===== config.mk =====
export PLATFORM = sky130hd
export DESIGN_NAME = two_queue_weighted_scheduler
export DESIGN_NICKNAME = d
export VERILOG_FILES = /design/src/rtl/tqws_pkg.sv /design/src/rtl/two_queue_weighted_scheduler.sv /design/src/rtl/tqws_ram.sv /design/src/rtl/tqws_ctrl.sv /design/src/rtl/tqws_datapath.sv
export SDC_FILE = /design/constraint.sdc
export NUM_CORES = 2
export LEC_CHECK = 0
export BUFFER_PORTS_ARGS = -buffer_cell sky130_fd_sc_hd__buf_2
export CORE_MARGIN = 2
export CORE_UTILIZATION = 45
export DETAILED_ROUTE_END_ITERATION = 8
export PLACE_DENSITY = 0.71
export SYNTH_ARGS = -nofsm -noshare
export SYNTH_HDL_FRONTEND = slang
export SYNTH_SLANG_ARGS = --single-unit

===== constraint.sdc =====
create_clock -name clock -period 3.44 [get_ports clock]
set_input_delay 0.172 -clock clock [delete_from_list [all_inputs] [get_ports clock]]
set_output_delay 0.172 -clock clock [all_outputs]
set_load 0.02 [all_outputs]

===== src/rtl/tqws_pkg.sv =====
// Package for the two-queue weighted scheduler: widths, reset values, codes
// and the controller/datapath interface structs.
// Depends on nothing; every other file but tqws_ram refers to it by scoped names.
`timescale 1ns / 1ps

package tqws_pkg;

   // Sizes and field widths.
   localparam int DEFAULT_QUEUE_DEPTH = 16;
   localparam int WEIGHT_W            = 4;
   localparam int ID_W                = 16;
   localparam int AMOUNT_W            = 24;
   localparam int ENTRY_W             = ID_W + AMOUNT_W;
   localparam int TOTAL_W             = 32;

   // Reset values.
   localparam logic [WEIGHT_W-1:0] WEIGHT_RESET  = 4'd2;
   localparam logic [ID_W-1:0]     NEXT_ID_RESET = 16'd1;

   // Request command codes.
   localparam logic CMD_PUSH  = 1'b0;
   localparam logic CMD_SERVE = 1'b1;

   // Result status codes.
   localparam logic [1:0] STATUS_PUSHED = 2'd0;
   localparam logic [1:0] STATUS_FULL   = 2'd1;
   localparam logic [1:0] STATUS_SERVED = 2'd2;
   localparam logic [1:0] STATUS_EMPTY  = 2'd3;

   // Commands from the controller to the datapath.
   typedef struct packed {
      logic push_en;    // accepted push request
      logic pop_en;     // accepted serve request with an entry waiting
      logic empty_en;   // accepted serve request with nothing waiting
      logic finish_en;  // store read data is valid, complete the serve
   } ctrl_cmd_type;

   // Status from the datapath to the controller.
   typedef struct packed {
      logic has_source; // at least one queue holds an entry
   } dp_status_type;

endpackage


===== src/rtl/two_queue_weighted_scheduler.sv =====
// Two-queue weighted round-robin scheduler, top level.
// Push or empty serve: result strobe in the cycle after the request; a push is
// accepted every cycle while busy is low. Serve with an entry: registered store
// read, then the read state registers the result; busy is high for one cycle.
// Synchronous reset empties both queues, restores the weight to 2 and the id to 1.
// The receiver cannot stall; each result is presented for exactly one cycle.
`timescale 1ns / 1ps

module two_queue_weighted_scheduler #(
   parameter int QUEUE_DEPTH = tqws_pkg::DEFAULT_QUEUE_DEPTH
) (
   input  logic                          clock,
   input  logic                          reset,
   input  logic                          start,
   output logic                          busy,
   input  logic                          req_cmd,
   input  logic                          req_high_priority,
   input  logic [tqws_pkg::AMOUNT_W-1:0] req_amount_cents,
   output logic                          rsp_strobe,
   output logic [1:0]                    rsp_status,
   output logic [tqws_pkg::ID_W-1:0]     rsp_entry_id,
   output logic [tqws_pkg::AMOUNT_W-1:0] rsp_served_amount,
   output logic                          rsp_served_from_high,
   output logic [tqws_pkg::TOTAL_W-1:0]  rsp_delivered_total,
   output logic [tqws_pkg::TOTAL_W-1:0]  rsp_amount_sum,
   input  logic                          csr_write_enable,
   input  logic [tqws_pkg::WEIGHT_W-1:0] csr_write_data
);

   tqws_pkg::ctrl_cmd_type  ctrl_cmd;
   tqws_pkg::dp_status_type dp_status;

   // Controller.
   tqws_ctrl u_ctrl (
      .clock      (clock),
      .reset      (reset),
      .start      (start),
      .req_cmd    (req_cmd),
      .dp_status  (dp_status),
      .busy       (busy),
      .ctrl_cmd   (ctrl_cmd),
      .rsp_strobe (rsp_strobe)
   );

   // Datapath.
   tqws_datapath #(
      .QUEUE_DEPTH (QUEUE_DEPTH)
   ) u_datapath (
      .clock                (clock),
      .reset                (reset),
      .ctrl_cmd             (ctrl_cmd),
      .dp_status            (dp_status),
      .csr_write_enable     (csr_write_enable),
      .csr_write_data       (csr_write_data),
      .req_high_priority    (req_high_priority),
      .req_amount_cents     (req_amount_cents),
      .rsp_status           (rsp_status),
      .rsp_entry_id         (rsp_entry_id),
      .rsp_served_amount    (rsp_served_amount),
      .rsp_served_from_high (rsp_served_from_high),
      .rsp_delivered_total  (rsp_delivered_total),
      .rsp_amount_sum       (rsp_amount_sum)
   );

endmodule


===== src/rtl/tqws_ram.sv =====
// Generic single-write, single-read RAM with a registered read port.
// Used for both entry stores of the scheduler; depends on nothing.
`timescale 1ns / 1ps

module tqws_ram #(
   parameter int WIDTH = 40,
   parameter int DEPTH = 16
) (
   input  logic                     clock,
   input  logic                     wr_en,
   input  logic [$clog2(DEPTH)-1:0] wr_addr,
   input  logic [WIDTH-1:0]         wr_data,
   input  logic                     rd_en,
   input  logic [$clog2(DEPTH)-1:0] rd_addr,
   output logic [WIDTH-1:0]         rd_data
);

   logic [WIDTH-1:0] mem_ff [DEPTH];
   logic [WIDTH-1:0] rd_data_ff;

   // Write port and registered read port.
   always_ff @(posedge clock) begin
      if (wr_en) begin
         mem_ff[wr_addr] <= wr_data;
      end
      if (rd_en) begin
         rd_data_ff <= mem_ff[rd_addr];
      end
   end

   assign rd_data = rd_data_ff;

endmodule


===== src/rtl/tqws_ctrl.sv =====
// Controller state machine of the scheduler: accepts requests, sequences the
// store read of a serve and raises the result strobe. Uses tqws_pkg.
`timescale 1ns / 1ps

module tqws_ctrl (
   input  logic                   clock,
   input  logic                   reset,
   input  logic                   start,
   input  logic                   req_cmd,
   input  tqws_pkg::dp_status_type dp_status,
   output logic                   busy,
   output tqws_pkg::ctrl_cmd_type ctrl_cmd,
   output logic                   rsp_strobe
);

   localparam logic S_IDLE = 1'b0;
   localparam logic S_READ = 1'b1;

   logic state_ff, state_in;
   logic strobe_ff, strobe_in;
   logic accept;

   // Command decode for the request accepted in this cycle.
   always_comb begin
      accept             = start && (state_ff == S_IDLE);
      ctrl_cmd.push_en   = accept && (req_cmd == tqws_pkg::CMD_PUSH);
      ctrl_cmd.pop_en    = accept && (req_cmd == tqws_pkg::CMD_SERVE) && dp_status.has_source;
      ctrl_cmd.empty_en  = accept && (req_cmd == tqws_pkg::CMD_SERVE) && !dp_status.has_source;
      ctrl_cmd.finish_en = (state_ff == S_READ);
   end

   // Next state: a serve with an entry passes through the read state for the store read.
   always_comb begin
      case (state_ff)
         S_IDLE: begin
            state_in = ctrl_cmd.pop_en ? S_READ : S_IDLE;
         end
         S_READ: begin
            state_in = S_IDLE;
         end
         default: begin
            state_in = S_IDLE;
         end
      endcase
      strobe_in = ctrl_cmd.push_en || ctrl_cmd.empty_en || ctrl_cmd.finish_en;
   end

   always_ff @(posedge clock) begin
      if (reset) begin
         state_ff  <= S_IDLE;
         strobe_ff <= 1'b0;
      end else begin
         state_ff  <= state_in;
         strobe_ff <= strobe_in;
      end
   end

   assign busy       = (state_ff == S_READ);
   assign rsp_strobe = strobe_ff;

endmodule


===== src/rtl/tqws_datapath.sv =====
// Datapath of the scheduler: queue pointers, the two entry stores, the
// weighted selection, the id counter, saturating totals and result registers.
// Uses tqws_pkg and tqws_ram.
`timescale 1ns / 1ps

module tqws_datapath #(
   parameter int QUEUE_DEPTH = tqws_pkg::DEFAULT_QUEUE_DEPTH
) (
   input  logic                             clock,
   input  logic                             reset,
   input  tqws_pkg::ctrl_cmd_type           ctrl_cmd,
   output tqws_pkg::dp_status_type          dp_status,
   input  logic                             csr_write_enable,
   input  logic [tqws_pkg::WEIGHT_W-1:0]    csr_write_data,
   input  logic                             req_high_priority,
   input  logic [tqws_pkg::AMOUNT_W-1:0]    req_amount_cents,
   output logic [1:0]                       rsp_status,
   output logic [tqws_pkg::ID_W-1:0]        rsp_entry_id,
   output logic [tqws_pkg::AMOUNT_W-1:0]    rsp_served_amount,
   output logic                             rsp_served_from_high,
   output logic [tqws_pkg::TOTAL_W-1:0]     rsp_delivered_total,
   output logic [tqws_pkg::TOTAL_W-1:0]     rsp_amount_sum
);

   localparam int ADDR_W = $clog2(QUEUE_DEPTH);
   localparam int FILL_W = $clog2(QUEUE_DEPTH + 1);
   localparam logic [FILL_W-1:0] FILL_FULL  = FILL_W'(QUEUE_DEPTH);
   localparam logic [FILL_W:0]   DEPTH_WIDE = (FILL_W + 1)'(QUEUE_DEPTH);
   localparam logic [ADDR_W-1:0] LAST_ADDR  = ADDR_W'(QUEUE_DEPTH - 1);
   localparam logic [tqws_pkg::TOTAL_W-1:0] TOTAL_MAX = '1;

   // Control registers.
   logic [tqws_pkg::WEIGHT_W-1:0] weight_ff, weight_in;
   logic [ADDR_W-1:0]             high_head_ff, high_head_in;
   logic [ADDR_W-1:0]             normal_head_ff, normal_head_in;
   logic [FILL_W-1:0]             high_fill_ff, high_fill_in;
   logic [FILL_W-1:0]             normal_fill_ff, normal_fill_in;
   logic [tqws_pkg::WEIGHT_W-1:0] burst_ff, burst_in;
   logic [tqws_pkg::ID_W-1:0]     next_id_ff, next_id_in;
   logic [tqws_pkg::TOTAL_W-1:0]  served_count_ff, served_count_in;
   logic [tqws_pkg::TOTAL_W-1:0]  sum_ff, sum_in;

   // Payload registers.
   logic                          sel_high_ff, sel_high_in;
   logic [1:0]                    status_ff, status_in;
   logic [tqws_pkg::ID_W-1:0]     id_ff, id_in;
   logic [tqws_pkg::AMOUNT_W-1:0] amount_ff, amount_in;
   logic                          from_high_ff, from_high_in;

   logic                          high_avail, normal_avail, prefer_high, take_high;
   logic                          push_full, push_ok;
   logic [FILL_W:0]               high_tail_sum, normal_tail_sum;
   logic [ADDR_W-1:0]             high_tail, normal_tail;
   logic [tqws_pkg::ENTRY_W-1:0]  push_word;
   logic [tqws_pkg::ENTRY_W-1:0]  high_rd_data, normal_rd_data, served_word;
   logic [tqws_pkg::AMOUNT_W-1:0] served_amount;
   logic [tqws_pkg::TOTAL_W:0]    sum_wide;

   // Weighted round robin selection with fallback to the other queue.
   always_comb begin
      high_avail   = (high_fill_ff != '0);
      normal_avail = (normal_fill_ff != '0);
      prefer_high  = (burst_ff < weight_ff);
      take_high    = prefer_high ? high_avail : !normal_avail;
      dp_status.has_source = high_avail || normal_avail;
   end

   // Tail addresses: head plus fill, wrapped once at the queue depth.
   always_comb begin
      high_tail_sum   = {1'b0, FILL_W'(high_head_ff)} + {1'b0, high_fill_ff};
      normal_tail_sum = {1'b0, FILL_W'(normal_head_ff)} + {1'b0, normal_fill_ff};
      if (high_tail_sum >= DEPTH_WIDE) begin
         high_tail_sum = high_tail_sum - DEPTH_WIDE;
      end
      if (normal_tail_sum >= DEPTH_WIDE) begin
         normal_tail_sum = normal_tail_sum - DEPTH_WIDE;
      end
      high_tail   = high_tail_sum[ADDR_W-1:0];
      normal_tail = normal_tail_sum[ADDR_W-1:0];
      push_full   = req_high_priority ? (high_fill_ff == FILL_FULL)
                                      : (normal_fill_ff == FILL_FULL);
      push_ok     = ctrl_cmd.push_en && !push_full;
      push_word   = {next_id_ff, req_amount_cents};
   end

   // Entry stores.
   tqws_ram #(
      .WIDTH (tqws_pkg::ENTRY_W),
      .DEPTH (QUEUE_DEPTH)
   ) u_high_store (
      .clock   (clock),
      .wr_en   (push_ok && req_high_priority),
      .wr_addr (high_tail),
      .wr_data (push_word),
      .rd_en   (ctrl_cmd.pop_en && take_high),
      .rd_addr (high_head_ff),
      .rd_data (high_rd_data)
   );

   tqws_ram #(
      .WIDTH (tqws_pkg::ENTRY_W),
      .DEPTH (QUEUE_DEPTH)
   ) u_normal_store (
      .clock   (clock),
      .wr_en   (push_ok && !req_high_priority),
      .wr_addr (normal_tail),
      .wr_data (push_word),
      .rd_en   (ctrl_cmd.pop_en && !take_high),
      .rd_addr (normal_head_ff),
      .rd_data (normal_rd_data)
   );

   // Next values of the queue pointers, counters and result registers.
   always_comb begin
      weight_in       = csr_write_enable ? csr_write_data : weight_ff;
      high_head_in    = high_head_ff;
      normal_head_in  = normal_head_ff;
      high_fill_in    = high_fill_ff;
      normal_fill_in  = normal_fill_ff;
      burst_in        = burst_ff;
      next_id_in      = next_id_ff;
      served_count_in = served_count_ff;
      sum_in          = sum_ff;
      sel_high_in     = sel_high_ff;
      status_in       = status_ff;
      id_in           = id_ff;
      amount_in       = amount_ff;
      from_high_in    = from_high_ff;

      served_word   = sel_high_ff ? high_rd_data : normal_rd_data;
      served_amount = served_word[tqws_pkg::AMOUNT_W-1:0];
      sum_wide      = {1'b0, sum_ff} + (tqws_pkg::TOTAL_W + 1)'(served_amount);

      // Push: append to the chosen queue or report it full.
      if (ctrl_cmd.push_en) begin
         amount_in    = '0;
         from_high_in = 1'b0;
         if (push_ok) begin
            status_in  = tqws_pkg::STATUS_PUSHED;
            id_in      = next_id_ff;
            next_id_in = next_id_ff + 1'b1;
            if (req_high_priority) begin
               high_fill_in = high_fill_ff + 1'b1;
            end else begin
               normal_fill_in = normal_fill_ff + 1'b1;
            end
         end else begin
            status_in = tqws_pkg::STATUS_FULL;
            id_in     = '0;
         end
      end

      // Serve with nothing waiting.
      if (ctrl_cmd.empty_en) begin
         status_in    = tqws_pkg::STATUS_EMPTY;
         id_in        = '0;
         amount_in    = '0;
         from_high_in = 1'b0;
      end

      // Serve: pop the selected queue and move the burst count.
      if (ctrl_cmd.pop_en) begin
         sel_high_in = take_high;
         if (take_high) begin
            high_head_in = (high_head_ff == LAST_ADDR) ? '0 : high_head_ff + 1'b1;
            high_fill_in = high_fill_ff - 1'b1;
            if (prefer_high) begin
               burst_in = burst_ff + 1'b1;
            end
         end else begin
            normal_head_in = (normal_head_ff == LAST_ADDR) ? '0 : normal_head_ff + 1'b1;
            normal_fill_in = normal_fill_ff - 1'b1;
            if (!prefer_high) begin
               burst_in = '0;
            end
         end
      end

      // Serve completion: read data is in, update the saturating totals.
      if (ctrl_cmd.finish_en) begin
         status_in    = tqws_pkg::STATUS_SERVED;
         id_in        = served_word[tqws_pkg::ENTRY_W-1:tqws_pkg::AMOUNT_W];
         amount_in    = served_amount;
         from_high_in = sel_high_ff;
         if (served_count_ff != TOTAL_MAX) begin
            served_count_in = served_count_ff + 1'b1;
         end
         sum_in = sum_wide[tqws_pkg::TOTAL_W] ? TOTAL_MAX : sum_wide[tqws_pkg::TOTAL_W-1:0];
      end
   end

   // Control state with reset.
   always_ff @(posedge clock) begin
      if (reset) begin
         weight_ff       <= tqws_pkg::WEIGHT_RESET;
         high_head_ff    <= '0;
         normal_head_ff  <= '0;
         high_fill_ff    <= '0;
         normal_fill_ff  <= '0;
         burst_ff        <= '0;
         next_id_ff      <= tqws_pkg::NEXT_ID_RESET;
         served_count_ff <= '0;
         sum_ff          <= '0;
      end else begin
         weight_ff       <= weight_in;
         high_head_ff    <= high_head_in;
         normal_head_ff  <= normal_head_in;
         high_fill_ff    <= high_fill_in;
         normal_fill_ff  <= normal_fill_in;
         burst_ff        <= burst_in;
         next_id_ff      <= next_id_in;
         served_count_ff <= served_count_in;
         sum_ff          <= sum_in;
      end
   end

   // Payload registers need no reset.
   always_ff @(posedge clock) begin
      sel_high_ff  <= sel_high_in;
      status_ff    <= status_in;
      id_ff        <= id_in;
      amount_ff    <= amount_in;
      from_high_ff <= from_high_in;
   end

   assign rsp_status           = status_ff;
   assign rsp_entry_id         = id_ff;
   assign rsp_served_amount    = amount_ff;
   assign rsp_served_from_high = from_high_ff;
   assign rsp_delivered_total  = served_count_ff;
   assign rsp_amount_sum       = sum_ff;

endmodule

=== Word-level counts from Yosys, hierarchy flattened ===
Memory sizes are Yosys's and may differ from the RTL's. A register that Yosys moved wholly into a read port is not among the register bits.
Cells that the tools add are included.

* Latch bits: 0
* RAM bits: 1280
* Output and inout port bits: 109
* Bits in read-only memories: 0
* Memories: 2
* Bits of input ports: 34
* Register bits after elaboration: 152

{| class="wikitable"
|+ Memory list
! memory !! depth !! bits a word !! rd ports !! clocked after Yosys merged registers in !! write ports !! RTL line !! source
|-
| u_datapath.u_high_store.mem_ff || 16 || 40 || 1 || 1 || 1 || tqws_ram.sv:18 || <nowiki>logic [WIDTH-1:0] mem_ff [DEPTH];</nowiki>
|-
| u_datapath.u_normal_store.mem_ff || 16 || 40 || 1 || 1 || 1 || tqws_ram.sv:18 ||
|}

* Divide/modulo/power cells: 0
* $lt $le $gt $ge: 3
* Shift operators: 0
* Mux-type cells: 40
* Bitwise logic cells: 3
* Reductions and logical operators: 28
* $add $sub $neg: 14
* $mul: 0
* Eq/ne operators: 7

{| class="wikitable"
|+ Operators by type and width
! operator !! number
|-
| 2-to-1 mux 24 bit || 3
|-
| 2-to-1 mux 16 bit || 4
|-
| 2-to-1 mux 5 bit || 10
|-
| 2-to-1 mux 40 bit || 1
|-
| adder 32 x 24 -> 33 bit || 1
|-
| adder 32 x 1 -> 32 bit, second input constant || 1
|-
| 2-to-1 mux 32 bit || 1
|-
| inequality test 32 bit, second input constant || 1
|-
| 2-to-1 mux 4 bit || 7
|-
| adder 16 x 1 -> 16 bit, second input constant || 1
|-
| 2-to-1 mux 1 bit || 13
|-
| adder 4 x 1 -> 4 bit, second input constant || 3
|-
| adder 4 x 5 -> 6 bit || 2
|-
| greater-or-equal comparator 6 x 5 -> 1 bit, second input constant || 2
|-
| adder 5 x 1 -> 5 bit, second input constant || 2
|-
| == test 5 bit, second input constant || 2
|-
| logical AND 1 bit || 10
|-
| nonzero test 5 bit || 2
|-
| subtractor 5 x 1 -> 5 bit, second input constant || 2
|-
| == test 4 bit, second input constant || 2
|-
| AND reduction 2 bit || 4
|-
| subtractor 4 x 1 -> 4 bit, second input constant || 2
|-
| zero test 1 bit || 5
|-
| less-than comparator 4 bit || 1
|-
| other kinds (9) || 13
|}

=== Logic depth before layout (Yosys ltp) ===
* Word-level depth: 8
* Mapped depth: 15
* Mapped depth without buffers: 11

=== Cells and area by module ===
A second synthesis with hierarchy kept.

* Cell total of the unflattened synthesis: 2981
* Area total of the unflattened synthesis: 59429.5 um^2

{| class="wikitable"
|+ Modules (own cells, without submodules)
! module !! instances !! cells each !! area an instance (um^2)
|-
| tqws_ram || 2 || 1040 || 25532.0
|-
| tqws_datapath || 1 || 890 || 8262.9
|-
| tqws_ctrl || 1 || 11 || 102.6
|}

=== Worst setup path before layout ===
OpenSTA, ideal clock, no wires.

* Path type: reg2reg
* Start: register u_datapath.sel_high_ff
* End: register u_datapath.sum_ff (netlist bit u_datapath.rsp_amount_sum[31])
* Arrival time: 3.547 ns
* Data required time: 3.322 ns
* Stages on the path, launching flop included: 14
* Setup time: 0.118 ns
* Slack: -0.225 ns
* Cell sequence: edfxtp_1 -> clkbuf_1 -> clkbuf_1 -> mux2_2 -> ha_1 -> fa_1 -> a211oi_2 -> o21a_1 -> a211oi_4 -> o31ai_4 -> o21ai_4 -> and3_4 -> or4_1 -> o2111a_1

* Word-level cells in the longest chain between the ends: 3

{| class="wikitable"
|+ Ends and longest elaborated chain
! element !! RTL line !! source
|-
| start, declared || tqws_datapath.sv:44 || <nowiki>logic sel_high_ff, sel_high_in;</nowiki>
|-
| start signal, assigned || tqws_datapath.sv:219 || <nowiki>sel_high_ff <= sel_high_in;</nowiki>
|-
| 2-to-1 mux 40 bit || tqws_datapath.sv:130 || <nowiki>served_word = sel_high_ff ? high_rd_data : normal_rd_data;</nowiki>
|-
| via u_datapath.served_word, one bit || tqws_datapath.sv:55 || <nowiki>logic [tqws_pkg::ENTRY_W-1:0] high_rd_data, normal_rd_data, served_word;</nowiki>
|-
| adder 32 x 24 -> 33 bit || tqws_datapath.sv:132 || <nowiki>sum_wide = {1'b0, sum_ff} + (tqws_pkg::TOTAL_W + 1)'(served_amount);</nowiki>
|-
| 2-to-1 mux 32 bit || tqws_datapath.sv:188 || <nowiki>sum_in = sum_wide[tqws_pkg::TOTAL_W] ? TOTAL_MAX : sum_wide[tqws_pkg::TOTAL_W-1:0];</nowiki>
|-
| end signal, assigned || tqws_datapath.sv:213 || <nowiki>sum_ff <= sum_in;</nowiki>
|-
| end, declared || tqws_datapath.sv:41 || <nowiki>logic [tqws_pkg::TOTAL_W-1:0] sum_ff, sum_in;</nowiki>
|}

The timed path passes the listed nets, and every way through them passes these cells.
A chain may end at the register's enable or synchronous reset.

=== Final worst setup path ===
Ends and elaborated chain as after synthesis.

==> impl_metrics.json <==
{
  "postSynthAreaPerCell_sq_um": 21.1,
  "cts_setup_buffers": 0,
  "die_y_microns": 366,
  "async_flop_share_pct": 0,
  "crit_type": "reg -> reg",
  "port_buffers": 142,
  "ys.flop_type": "edfxtp_1",
  "fillers": 9911,
  "worstPathRequired_ns": 4.12,
  "gp_congestion": 0.856,
  "worst_pin_slew_ns": 0.949,
  "vias_per_cell": 5.92,
  "min_from": "csr_write_enable",
  "htree_levels": 4,
  "peakVddDrop_v": 0.000599,
  "rr_startpoint": "u_datapath.sel_high_ff",
  "arrival_ns": 4.00,
  "drv_cap": 0,
  "core_area_sq_um": 130000,
  "drtPass1Iterations": 6,
  "synth_area_leader_cell": "edfxtp_1",
  "m1WireLength_microns": 57900,
  "worstHoldPathCells": 3,
  "ios": 143,
  "r2r_slack_ns": 0.11,
  "place_ws_ns": 0.0962,
  "seq_area_frac_synth_pct": 75.2,
  "outcome": "completed",
  "grt_pass1_vias": 29100,
  "highest_layer": "met5",
  "multi_input_area_sq_um": 14300,
  "total_power_mw": 42.2,
  "total_leakage_power_nw": 21.7,
  "drive_gt1_share_pct": 30.4,
  "netlist_top_cells_count": "1402 x edfxtp_1, 400 x mux4_2, 139 x nor2_1",
  "skew_ns": 0.0275,
  "drc": 0,
  "period_needed_ns": 3.33,
  "gr-total-overflow": 0,
  "slew_headroom_pct": 36.7,
  "syn_nets": 2878,
  "hold_path.class": "in -> reg",
  "drtIter0Drc": 3809,
  "wl_microns": 141000,
  "hpwl_microns": 81300,
  "rows": 132,
  "fmax_mhz": 300,
  "wl_per_cell_microns": 28.3,
  "yosys-top-cells-area": "edfxtp_1 71%, mux4_2 15%, dfxtp_1 3.7%",
  "post-synth-top-count-cell": "edfxtp_1",
  "ys_warn_count": 0,
  "synthCells": 2799,
  "regArea_sq_um": 44300,
  "cp_max_fo": 25,
  "clk_pin_slew_ns": 0.06,
  "end_kind": "flip-flop",
  "post-route-period-util_pct": 96.7,
  "synth_edf_count": 1402,
  "ant_nets": 0,
  "cp-start-kind": "flip-flop",
  "start_util_pct": 45.4,
  "die-area_sq_um": 134000,
  "area_growth_pct": 15.3,
  "synth_top_area_share_pct": 71.4,
  "startpoint": "u_datapath.sel_high_ff",
  "met3_length_microns": 13700,
  "ys_types": 70,
  "clock-root-buffer": "clkbuf_16",
  "worst_r2r_path_depth": 12,
  "layout.nets": 3195,
  "dieWidth_microns": 366,
  "antenna_found_initial": 9,
  "track_usage_pct": 21.0,
  "power.density_nw_per_um2": 621,
  "hold_viol": 0,
  "cts_buffers": 148,
  "clk_path_buf_depth": 3,
  "synth_area_sq_um": 58900,
  "clk_latency_ns": 0.78,
  "routed-wl-met2_microns": 66300,
  "layout_setup_ws_ns": 0.112,
  "cts_tree": "done",
  "grt_pass1_wl_microns": 205000,
  "finalSetupViolCount": 0,
  "rsz0062_at_grt": "yes",
  "grt_max_degree": 100,
  "vias": 29492,
  "synth-seq-cells": 1512,
  "slew_viol_final": 0,
  "cts_num_sinks": 1512
}
[area by class of cell]
type | instances | share of cell area (%)
inverters | 27 | 0.149
clock buffers | 203 | 5.86
well taps | 1742 | 3.21
flip-flops and latches | 1512 | 65.3
clock inverters | 65 | 0.833
diodes | 2 | 0.00737
multi-input cells | 1129 | 21.0
repair buffers | 298 | 3.67
[sequential cells by signal, indices dropped and copies added (netlist names), 16 cells and up]
register	cells
u_datapath.u_normal_store.rd_data	40
u_datapath.u_high_store.mem_ff	640
u_datapath.next_id_ff	16
u_datapath.rsp_served_amount	24
u_datapath.u_high_store.rd_data	40
u_datapath.rsp_amount_sum	32
u_datapath.rsp_entry_id	16
u_datapath.u_normal_store.mem_ff	640
u_datapath.rsp_delivered_total	32
[timing repair]
action / in CTS / in global routing
resized for setup: 0 / 3
hold buffers: 38 / 0
setup endpoints to repair: 0 / 28
endpoints found under the hold margin: 832 / 0
[layer usage]
layer  up-vias  global-route usage (%)
li1      12225                       -
met1     15552                    30.2
met2      1515                    32.8
met3       192                    4.87
met4         8                    4.99
met5         -                       0
[power breakdown]
part           switching, mW  internal [mW]
clock                   6.66           8.67
sequential             0.337           20.8
combinational           3.33           2.36
[worst max-delay path, cell delays in order (launching register included)]
cell and delay, ns:
edfxtp_1 0.36, buf_4 0.15, buf_12 0.19, mux2_2 0.37
ha_1 0.36, o21ai_0 0.11, o21bai_1 0.23, a211oi_2 0.16
o21a_1 0.21, o2111ai_1 0.23, a31oi_1 0.18, or4_1 0.53
o2111a_1 0.15
[cell families (layout without fill, tap and decap cells)]
group	after synthesis	count (layout)	synth area share [%]
other	0	2	0
AO/OA/AOI/OAI	202	202	2.56
adder cells (fa/ha/maj)	45	45	0.994
buffers and inverters	159	593	1.06
AND/OR/NAND/NOR	356	357	2.87
XOR/XNOR	77	77	1.14
flip-flops	1512	1512	75.2
multiplexers	448	448	16.2
[placed cells by master (no fill, tap or decap), drive strengths merged, types with 7 or more instances in the layout]
cell,Yosys,layout
a211oi,33,33
a21o,17,17
a21oi,56,56
a22o,16,16
a31oi,8,8
and2,31,32
and3,8,8
buf,50,260
bufinv,0,7
clkbuf,82,203
clkinv,0,43
dfxtp,110,110
dlygate4sd3,0,38
edfxtp,1402,1402
ha,42,42
inv,27,39
mux2,40,40
mux2i,8,8
mux4,400,400
nand2,71,71
nand3,33,33
nand4,21,21
nor2,139,139
nor3,11,11
o21ai,32,32
or3,15,15
xnor2,35,35
xor2,42,42
[stage by stage]
step	setup TNS (ns)	utilization (%)	hold WS, ns	instances	cell area (sq um)
4_1_cts	0	52.3	0.220	4975	67900
3_3_place_gp	0	48.5	0.393	4669	63000
2_1_floorplan	-112.97	-	0.271	2799	59000
3_5_place_dp	0	48.5	0.400	4669	63000
6_report	0	52.3	0.266	4978	67900
5_1_grt	-0.163	52.3	0.275	4976	67900
[path summary, 6_finish.rpt]
check                                       end
setup / recovery  u_datapath.rsp_amount_sum[31]
hold / removal          u_datapath.weight_ff[1]
setup reg to reg  u_datapath.rsp_amount_sum[31]
hold reg to reg        u_datapath.rsp_status[0]
Power figures use the tool's default switching activity.
